$ cat src/sv/button_debounce_click_counter_macros.svh
// ----------------------------------------------------------------------------
// button_debounce_click_counter assertion macros
// Clocked assertion helpers; empty bodies when synthesising
// ----------------------------------------------------------------------------
`ifndef BUTTON_DEBOUNCE_CLICK_COUNTER_MACROS_SVH
`define BUTTON_DEBOUNCE_CLICK_COUNTER_MACROS_SVH

`ifndef SYNTHESIS
`define BDCC_ASSERT(label, prop, msg) \
    label: assert property (@(posedge clk) disable iff (!rst_n) (prop)) else $error(msg);
`define BDCC_NEVER(label, expr, msg) \
    label: assert property (@(posedge clk) disable iff (!rst_n) !(expr)) else $error(msg);
`else
`define BDCC_ASSERT(label, prop, msg)
`define BDCC_NEVER(label, expr, msg)
`endif

`endif

$ cat src/sv/bdcc_pkg.sv
// ----------------------------------------------------------------------------
// bdcc_pkg
// Shared types and constants of the button debounce and click counter
// ----------------------------------------------------------------------------
package bdcc_pkg;

    localparam int CFG_IDX_W  = 3;
    localparam int CFG_DATA_W = 16;
    localparam int TIME_W     = 32;
    localparam int MS_W       = 16;
    localparam int CLICK_W    = 8;
    localparam int MODE_W     = 2;

    // register indexes
    localparam logic [CFG_IDX_W-1:0] REG_DEBOUNCE   = 3'd0;
    localparam logic [CFG_IDX_W-1:0] REG_LONG_CLICK = 3'd1;
    localparam logic [CFG_IDX_W-1:0] REG_COUNT_MODE = 3'd2;
    localparam logic [CFG_IDX_W-1:0] REG_PRESSED    = 3'd3;
    localparam logic [CFG_IDX_W-1:0] REG_TARGET     = 3'd4;

    // count modes
    localparam logic [MODE_W-1:0] MODE_PRESS   = 2'd0;
    localparam logic [MODE_W-1:0] MODE_RELEASE = 2'd1;
    localparam logic [MODE_W-1:0] MODE_BOTH    = 2'd2;

    // commands
    localparam logic CMD_SAMPLE = 1'b0;
    localparam logic CMD_CLEAR  = 1'b1;

    localparam logic [MS_W-1:0] LONG_CLICK_RESET = 16'd350;
    localparam logic            RELEASED_LEVEL   = 1'b1;

    typedef struct packed {
        logic [MS_W-1:0]    debounce_ms;
        logic [MS_W-1:0]    long_click_ms;
        logic [MODE_W-1:0]  count_mode;
        logic               pressed_level;
        logic [CLICK_W-1:0] target_clicks;
    } cfg_t;

    typedef struct packed {
        logic              cmd;
        logic              raw_level;
        logic [TIME_W-1:0] now_ms;
    } item_t;

    typedef struct packed {
        logic              steady_level;
        logic              pressed_edge;
        logic              released_edge;
        logic              short_click;
        logic              seq_match;
        logic [TIME_W-1:0] edge_count;
    } result_t;

endpackage

$ cat src/sv/button_debounce_click_counter.sv
// ----------------------------------------------------------------------------
// button_debounce_click_counter
// Timestamped button debouncer with edge counting and short-click runs
// ----------------------------------------------------------------------------
// Takes one transaction per clock cycle and returns one result transaction for
// each: the transaction is captured in an input register, the debounce, edge
// and click step runs in one pass of logic against the block state, and the
// answer lands in the result register. A stall on the output holds the result
// register and the input register; the input side stalls only while both are
// full. A clear transaction zeroes the edge count and leaves every other piece
// of state alone. Configuration registers are to be written through the write
// port while no transaction is in flight; the block itself does not enforce it.
`include "button_debounce_click_counter_macros.svh"

module button_debounce_click_counter
(
    input  logic                               clk,
    input  logic                               rst_n,
    input  logic                               cfg_we,
    input  logic [bdcc_pkg::CFG_IDX_W-1:0]     cfg_index,
    input  logic [bdcc_pkg::CFG_DATA_W-1:0]    cfg_wdata,
    input  logic                               in_valid,
    output logic                               in_stall,
    input  logic                               cmd,
    input  logic                               raw_level,
    input  logic [bdcc_pkg::TIME_W-1:0]        now_ms,
    output logic                               out_valid,
    input  logic                               out_stall,
    output logic                               steady_level,
    output logic                               pressed_edge,
    output logic                               released_edge,
    output logic                               short_click,
    output logic                               seq_match,
    output logic [bdcc_pkg::TIME_W-1:0]        edge_count
);

    bdcc_pkg::cfg_t     cfg;
    bdcc_pkg::item_t    item_reg;
    bdcc_pkg::result_t  result;
    bdcc_pkg::result_t  result_reg;
    logic               item_valid_reg;
    logic               out_valid_reg;
    logic               advance;
    logic               in_take;

    assign advance  = item_valid_reg && (!out_valid_reg || !out_stall);
    assign in_stall = item_valid_reg && !advance;
    assign in_take  = in_valid && !in_stall;

    bdcc_cfg_regs u_cfg
    (
        .clk       (clk),
        .rst_n     (rst_n),
        .cfg_we    (cfg_we),
        .cfg_index (cfg_index),
        .cfg_wdata (cfg_wdata),
        .cfg       (cfg)
    );

    bdcc_core u_core
    (
        .clk     (clk),
        .rst_n   (rst_n),
        .cfg     (cfg),
        .step_en (advance),
        .item    (item_reg),
        .result  (result)
    );

    // input register
    always_ff @(posedge clk or negedge rst_n)
    begin
        if (!rst_n)
        begin
            item_valid_reg <= 1'b0;
        end
        else if (in_take)
        begin
            item_valid_reg <= 1'b1;
        end
        else if (advance)
        begin
            item_valid_reg <= 1'b0;
        end
    end

    always_ff @(posedge clk)
    begin
        if (in_take)
        begin
            item_reg.cmd       <= cmd;
            item_reg.raw_level <= raw_level;
            item_reg.now_ms    <= now_ms;
        end
    end

    // result register
    always_ff @(posedge clk or negedge rst_n)
    begin
        if (!rst_n)
        begin
            out_valid_reg <= 1'b0;
        end
        else if (advance)
        begin
            out_valid_reg <= 1'b1;
        end
        else if (!out_stall)
        begin
            out_valid_reg <= 1'b0;
        end
    end

    always_ff @(posedge clk)
    begin
        if (advance)
        begin
            result_reg <= result;
        end
    end

    assign out_valid     = out_valid_reg;
    assign steady_level  = result_reg.steady_level;
    assign pressed_edge  = result_reg.pressed_edge;
    assign released_edge = result_reg.released_edge;
    assign short_click   = result_reg.short_click;
    assign seq_match     = result_reg.seq_match;
    assign edge_count    = result_reg.edge_count;

    `BDCC_NEVER(a_one_edge_kind, out_valid_reg && pressed_edge && released_edge, "both edges in one transaction")
    `BDCC_ASSERT(a_click_on_release, (out_valid_reg && short_click) |-> released_edge, "short click without release")
    `BDCC_ASSERT(a_clear_zeroes, (advance && item_reg.cmd == bdcc_pkg::CMD_CLEAR) |=> (edge_count == '0), "clear left edge count")
    `BDCC_ASSERT(a_step_lands, advance |=> out_valid_reg, "stepped transaction lost")

endmodule

$ cat src/sv/bdcc_cfg_regs.sv
// ----------------------------------------------------------------------------
// bdcc_cfg_regs
// Configuration register file written through the plain write port
// ----------------------------------------------------------------------------
module bdcc_cfg_regs
(
    input  logic                               clk,
    input  logic                               rst_n,
    input  logic                               cfg_we,
    input  logic [bdcc_pkg::CFG_IDX_W-1:0]     cfg_index,
    input  logic [bdcc_pkg::CFG_DATA_W-1:0]    cfg_wdata,
    output bdcc_pkg::cfg_t                     cfg
);

    bdcc_pkg::cfg_t cfg_reg;
    bdcc_pkg::cfg_t cfg_next;

    always_comb
    begin
        cfg_next = cfg_reg;
        if (cfg_we)
        begin
            unique case (cfg_index)
                bdcc_pkg::REG_DEBOUNCE:
                    cfg_next.debounce_ms = cfg_wdata;
                bdcc_pkg::REG_LONG_CLICK:
                    cfg_next.long_click_ms = cfg_wdata;
                bdcc_pkg::REG_COUNT_MODE:
                    cfg_next.count_mode = cfg_wdata[bdcc_pkg::MODE_W-1:0];
                bdcc_pkg::REG_PRESSED:
                    cfg_next.pressed_level = cfg_wdata[0];
                bdcc_pkg::REG_TARGET:
                    cfg_next.target_clicks = cfg_wdata[bdcc_pkg::CLICK_W-1:0];
                default:
                    cfg_next = cfg_reg;
            endcase
        end
    end

    always_ff @(posedge clk or negedge rst_n)
    begin
        if (!rst_n)
        begin
            cfg_reg.debounce_ms   <= '0;
            cfg_reg.long_click_ms <= bdcc_pkg::LONG_CLICK_RESET;
            cfg_reg.count_mode    <= bdcc_pkg::MODE_PRESS;
            cfg_reg.pressed_level <= 1'b0;
            cfg_reg.target_clicks <= '0;
        end
        else
        begin
            cfg_reg <= cfg_next;
        end
    end

    assign cfg = cfg_reg;

endmodule

$ cat src/sv/bdcc_core.sv
// ----------------------------------------------------------------------------
// bdcc_core
// Debounce, edge counting and click run state with its single-step update
// ----------------------------------------------------------------------------
module bdcc_core
(
    input  logic                clk,
    input  logic                rst_n,
    input  bdcc_pkg::cfg_t      cfg,
    input  logic                step_en,
    input  bdcc_pkg::item_t     item,
    output bdcc_pkg::result_t   result
);

    logic                             raw_last_reg,     raw_last_next;
    logic                             steady_prev_reg,  steady_prev_next;
    logic                             steady_now_reg,   steady_now_next;
    logic [bdcc_pkg::TIME_W-1:0]      change_time_reg,  change_time_next;
    logic [bdcc_pkg::TIME_W-1:0]      press_time_reg,   press_time_next;
    logic [bdcc_pkg::TIME_W-1:0]      edge_counter_reg, edge_counter_next;
    logic [bdcc_pkg::CLICK_W-1:0]     click_run_reg,    click_run_next;
    logic                             pending_reg,      pending_next;

    logic [bdcc_pkg::TIME_W-1:0]      held_ms;
    logic [bdcc_pkg::TIME_W-1:0]      since_press_ms;
    logic [bdcc_pkg::CLICK_W-1:0]     run_added;
    logic                             shift;
    logic                             steady_change;
    logic                             pe;
    logic                             re;
    logic                             sc;
    logic                             count_it;
    logic                             idle;

    always_comb
    begin
        raw_last_next     = raw_last_reg;
        steady_prev_next  = steady_prev_reg;
        steady_now_next   = steady_now_reg;
        change_time_next  = change_time_reg;
        press_time_next   = press_time_reg;
        edge_counter_next = edge_counter_reg;
        click_run_next    = click_run_reg;
        pending_next      = pending_reg;
        pe                = 1'b0;
        re                = 1'b0;
        sc                = 1'b0;
        idle              = 1'b0;
        count_it          = 1'b0;
        shift             = 1'b0;
        steady_change     = 1'b0;
        run_added         = click_run_reg;

        if (item.raw_level != raw_last_reg)
        begin
            change_time_next = item.now_ms;
        end
        held_ms        = item.now_ms - change_time_next;
        since_press_ms = item.now_ms - press_time_reg;

        if (item.cmd == bdcc_pkg::CMD_CLEAR)
        begin
            change_time_next  = change_time_reg;
            edge_counter_next = '0;
        end
        else
        begin
            raw_last_next = item.raw_level;
            shift = held_ms >= {{(bdcc_pkg::TIME_W-bdcc_pkg::MS_W){1'b0}}, cfg.debounce_ms};
            if (shift)
            begin
                steady_prev_next = steady_now_reg;
                steady_now_next  = item.raw_level;
            end
            steady_change = shift && (steady_now_reg != item.raw_level);
            pe = steady_change && (item.raw_level == cfg.pressed_level);
            re = steady_change && !pe;
            unique case (cfg.count_mode)
                bdcc_pkg::MODE_PRESS:   count_it = pe;
                bdcc_pkg::MODE_RELEASE: count_it = re;
                bdcc_pkg::MODE_BOTH:    count_it = steady_change;
                default:                count_it = 1'b0;
            endcase
            if (count_it)
            begin
                edge_counter_next = edge_counter_reg + 1'b1;
            end
            if (pe)
            begin
                press_time_next = change_time_next;
            end
            sc = re && (since_press_ms <
                 {{(bdcc_pkg::TIME_W-bdcc_pkg::MS_W){1'b0}}, cfg.long_click_ms});
            if (sc)
            begin
                run_added = click_run_reg + 1'b1;
            end
            click_run_next = pending_reg ? '0 : run_added;
            idle = held_ms >= {{(bdcc_pkg::TIME_W-bdcc_pkg::MS_W){1'b0}}, cfg.long_click_ms};
            pending_next = idle;
        end
    end

    always_comb
    begin
        result.steady_level  = steady_now_next;
        result.pressed_edge  = pe;
        result.released_edge = re;
        result.short_click   = sc;
        result.seq_match     = idle && (click_run_next == cfg.target_clicks);
        result.edge_count    = edge_counter_next;
    end

    always_ff @(posedge clk or negedge rst_n)
    begin
        if (!rst_n)
        begin
            raw_last_reg     <= bdcc_pkg::RELEASED_LEVEL;
            steady_prev_reg  <= bdcc_pkg::RELEASED_LEVEL;
            steady_now_reg   <= bdcc_pkg::RELEASED_LEVEL;
            change_time_reg  <= '0;
            press_time_reg   <= '0;
            edge_counter_reg <= '0;
            click_run_reg    <= '0;
            pending_reg      <= 1'b0;
        end
        else if (step_en)
        begin
            raw_last_reg     <= raw_last_next;
            steady_prev_reg  <= steady_prev_next;
            steady_now_reg   <= steady_now_next;
            change_time_reg  <= change_time_next;
            press_time_reg   <= press_time_next;
            edge_counter_reg <= edge_counter_next;
            click_run_reg    <= click_run_next;
            pending_reg      <= pending_next;
        end
    end

endmodule

$ cat config.mk
export PLATFORM = sky130hd
export DESIGN_NAME = button_debounce_click_counter
export DESIGN_NICKNAME = d
export VERILOG_FILES = /design/src/sv/bdcc_pkg.sv /design/src/sv/button_debounce_click_counter.sv /design/src/sv/bdcc_cfg_regs.sv /design/src/sv/bdcc_core.sv
export VERILOG_INCLUDE_DIRS = /design/src /design/src/sv
export SDC_FILE = /design/constraint.sdc
export NUM_CORES = 1
export LEC_CHECK = 0
export BUFFER_PORTS_ARGS = -buffer_cell sky130_fd_sc_hd__buf_2
export CORE_UTILIZATION = 62
export CTS_CLUSTER_SIZE = 30
export DETAILED_ROUTE_END_ITERATION = 7
export PLACE_DENSITY = 0.83
export SETUP_SLACK_MARGIN = 0.3
export SYNTH_ARGS = -nofsm -noshare
export SYNTH_HDL_FRONTEND = slang
export SYNTH_HIERARCHICAL = 1
export SYNTH_SLANG_ARGS = --single-unit
$ cat constraint.sdc
create_clock -name clk -period 7.2 [get_ports clk]
set_input_delay 0.36 -clock clk [delete_from_list [all_inputs] [get_ports clk]]
set_output_delay 0.36 -clock clk [all_outputs]
set_load 0.005 [all_outputs]
==> summary.txt <==
Timing
  • Clk_skew: 17.0 ps
  • Final TNS setup: 0 ps
  • Fin crit period: about 6300 ps
  • Tightest Pin Transition: 1220 ps
  • Setup ws final: approximately 860 ps
  • Slew Viols, Final: 0
  • Final hold slack: ~23 ps
  • Final setup fails: 0
  • Slew HR: 18.7%
  • Hold Fails Final Rpt: 0
  • Unrepaired setup endpoints after global routing: no
  • Maximum clock rate: roughly 160 MHz
  • Tcrit/Tclk final: between 80% and 90%

Logic synthesis
  • EDFF count, synth: 71
  • Asr flop ratio synth: 68.2%
  • Synth Cell Area: around 16000 um^2
  • Yosys reg bits: 223
  • Syn Nets: around 1900
  • Synth Flop Type: dfrtp_1
  • Synth warn: 6
  • Sequential area share after synthesis: 37.6%
  • Cells after synthesis: 1753
  • Synth cell types: 99
  • Syn_area_per_cell: about 9 um^2

Place
  • Hpwl dp: 32.1 mm
  • IO buf count: 96
  • GPL Wtd Cong: around 0.95
  • DP Area: 16500 um^2
  • Dpl ws: between 1000 and 1500 ps
  • Inst Count DP: approximately 2100

Final layout
  • # diodes: 0
  • Filler cells: ~2000
  • Share of cells above drive strength 1: 14.3%
  • Final instance area: approximately 18000 um^2
  • Reg area: 5950 um^2
  • Area Growth Syn to Fin: 11.6%
  • Layout net count: 2000
  • Filler-free cell count of the finished design: about 2200
  • Footprint of the multi-input gates: about 9200 um^2
  • Largest register FFs: 43

Run
  • MaxCap Viol Count: 0

Die
  • Core ar.: about 25000 um^2
  • Die Ht: ~160 um
  • I/O pin cnt: slightly below 100
  • Chip width: 162 um
  • Core Rows: between 50 and 60
  • Starting Density: between 60% and 70%
  • Die area: ~26000 um^2

Global route
  • Antenna violations before repair: 1
  • Vias in the first global route: approximately 13000
  • GRT overflow: 0
  • First-pass GRT wire length: 70.0 mm
  • Largest net degree at the start of global routing: 95
  • Total GRT Usage: 33.6%

Power and ir drop
  • Pwr Density: 368 nW/um^2
  • Leakage: 7.53 nW
  • Worst VDD drop: around 0.23 mV

Clock network
  • CTS root buffer: clkbuf_16
  • TritonCTS Sinks: ~220
  • Bufs on Longest Clock Path: 3
  • CTS clk-pin slew, worst paths: 60 ps
  • Setup Buffers After CTS: 0
  • CTS tree: yes
  • CTS H-tree depth: 1
  • # resized after CTS: 0
  • CTS Buf Count: 25
  • Clock latency on the worst-skew pair: roughly 540 ps

Route
  • DR pass1 iterations: 6
  • Detailed-route DRC error count: 0
  • DR WL/cell: around 20 um
  • Initial DRC count: around 1600
  • Via count: 14200
  • Post-Route WL: about 44 mm
  • Antenna-violating nets left: 0
  • Via/cell ratio: approximately 6.5

Setup path
  • Setup crit end kind: flip-flop
  • CP Data Required Time: ~7600 ps
  • CP startpoint kind: flip-flop
  • Crit path DAT: just under 7000 ps
  • CP max FO: 9
  • Setup Crit Path Kind: reg2reg

Run status
  • Outcome: completed

Min path
  • HP Class: in2reg
## layout by cell type (no fill, tap or decap), types with 26 or more instances in the layout
cell type | synthesis | routed
dlygate4sd3_1 | 0 | 35
nand3_1 | 49 | 49
nand2_1 | 158 | 157
o31ai_1 | 26 | 26
ha_1 | 101 | 101
mux2i_1 | 28 | 28
nor3_1 | 36 | 33
xnor2_1 | 44 | 44
o21ai_0 | 115 | 115
nor2_1 | 134 | 134
a31oi_1 | 36 | 36
buf_2 | 6 | 95
inv_1 | 110 | 110
nand4_1 | 34 | 34
a21o_1 | 30 | 30
mux2_2 | 57 | 57
a21oi_1 | 125 | 125
edfxtp_1 | 71 | 71
dfrtp_1 | 144 | 144
xor2_1 | 34 | 33
## worst paths after layout
kind / to / slack [ps] / cells past startpoint / from
setup reg to reg: seq_match$_DFFE_PP_ / 860 / 18 / item_reg[32]$_DFFE_PP_
hold / removal: item_valid_reg$_DFFE_PN0P_ / 20 / 2 / in_valid
min in group asynchronous: u_cfg/cfg[31]$_DFFE_PN0P_ / 450 / 2 / rst_n
setup / recovery: seq_match$_DFFE_PP_ / 860 / 18 / item_reg[32]$_DFFE_PP_
max in group asynchronous: u_core/edge_counter_reg[15]$_DFFE_PN0P_ / 5460 / 3 / rst_n
hold reg to reg: u_core/change_time_reg[13]$_DFFE_PN0P_ / 480 / 2 / u_core/change_time_reg[13]$_DFFE_PN0P_
## Yosys cell counts, types with 6 or more instances
master     count  share of area (%)
o21a_1        13               0.62
dfrtp_1      144                 23
or2_2         11               0.43
o31ai_1       26                1.2
mux2i_1       28                1.8
nand2_1      158                3.7
or4_1          7               0.33
edfxtp_1      71                 13
nand2b_1      24               0.95
o41ai_1        7               0.39
a31oi_1       36                1.4
nand3_1       49                1.5
and2_1        20               0.79
a2111oi_0      7               0.39
a21o_1        30                1.4
a21boi_0       6               0.28
nand4_1       34                1.3
and3_1        15               0.59
inv_1        110                2.6
buf_2          6               0.19
a21oi_1      125                4.0
nor2b_1       24               0.95
nor2_1       134                3.2
ha_1         101                8.0
a41oi_1        7               0.39
clkbuf_1      66                1.6
o211ai_1      14               0.66
buf_4          6               0.28
xor2_1        34                1.9
nor4_1        12               0.47
mux2_2        57                4.1
nor3_1        36                1.1
o21bai_1       9               0.43
dfstp_2        8                1.3
a211oi_1      14               0.66
maj3_1         9               0.57
xnor2_1       44                2.4
o21ai_0      115                3.6
o22ai_1        8               0.32
or3_1          8               0.32
## report_power, final
group / switching, mW / internal (mW) / leakage (nW) / total, mW
Sequential: 0.195 / 1.57 / 2.58 / 1.77
Combinational: 2.16 / 1.36 / 4.56 / 3.52
Clock: 0.532 / 0.687 / 0.392 / 1.22
## logic make-up after synthesis
family	Yosys count	synth area share, %
multiplexers	85	5.83
adder cells (fa/ha/maj)	112	8.75
AND/OR/NAND/NOR	567	18.0
buffers and inverters	196	5.06
flip-flops	223	37.6
AO/OA/AOI/OAI	491	20.4
XOR/XNOR	79	4.42
## critical path, cell delays in order, from the launching register on
cell       delay [ps]
edfxtp_1          550
xnor2_2           550
a21oi_1           270
inv_1             100
ha_1              280
inv_1             110
ha_1              200
a21oi_2           180
a2bb2oi_2         310
o221ai_1          390
o211ai_1          510
mux2_2            410
a22oi_1           200
nand4b_1          460
o41ai_4           780
and2_1            220
o22ai_1            80
a2111oi_0         370
and3_1            210
## through the flow
| step | utilization (%) | power [mW] |
|---|---|---|
| 2_1_floorplan | - | 4.25 |
| 3_3_place_gp | 65.8 | 5.09 |
| 3_5_place_dp | 65.8 | 5.17 |
| 4_1_cts | 70.3 | 6.43 |
| 5_1_grt | 70.4 | 6.92 |
| 6_report | 70.4 | 6.51 |
## layout make-up
cell class	count	area share [%]
well taps	330	2.34
repair buffers	145	5.40
multi-input cells	1334	51.8
inverters	111	2.36
clock inverters	12	0.482
flip-flops and latches	223	33.7
clock buffers	34	3.96
## repair_timing
item                                   in CTS  in global routing
setup endpoints to repair                   0                  0
hold buffers                               34                  1
endpoints found under the hold margin      70                  1
## per-layer routing
| layer | track usage [%] | wire (um) | vias up |
|---|---|---|---|
| met2 | 55.8 | 20800 | 647 |
| met4 | 11.7 | 1460 | 0 |
| li1 | - | - | 6602 |
| met5 | 0 | 0 | - |
| met3 | 4.72 | 3020 | 110 |
| met1 | 45.0 | 19000 | 6836 |
Power figures use the tool's default switching activity.
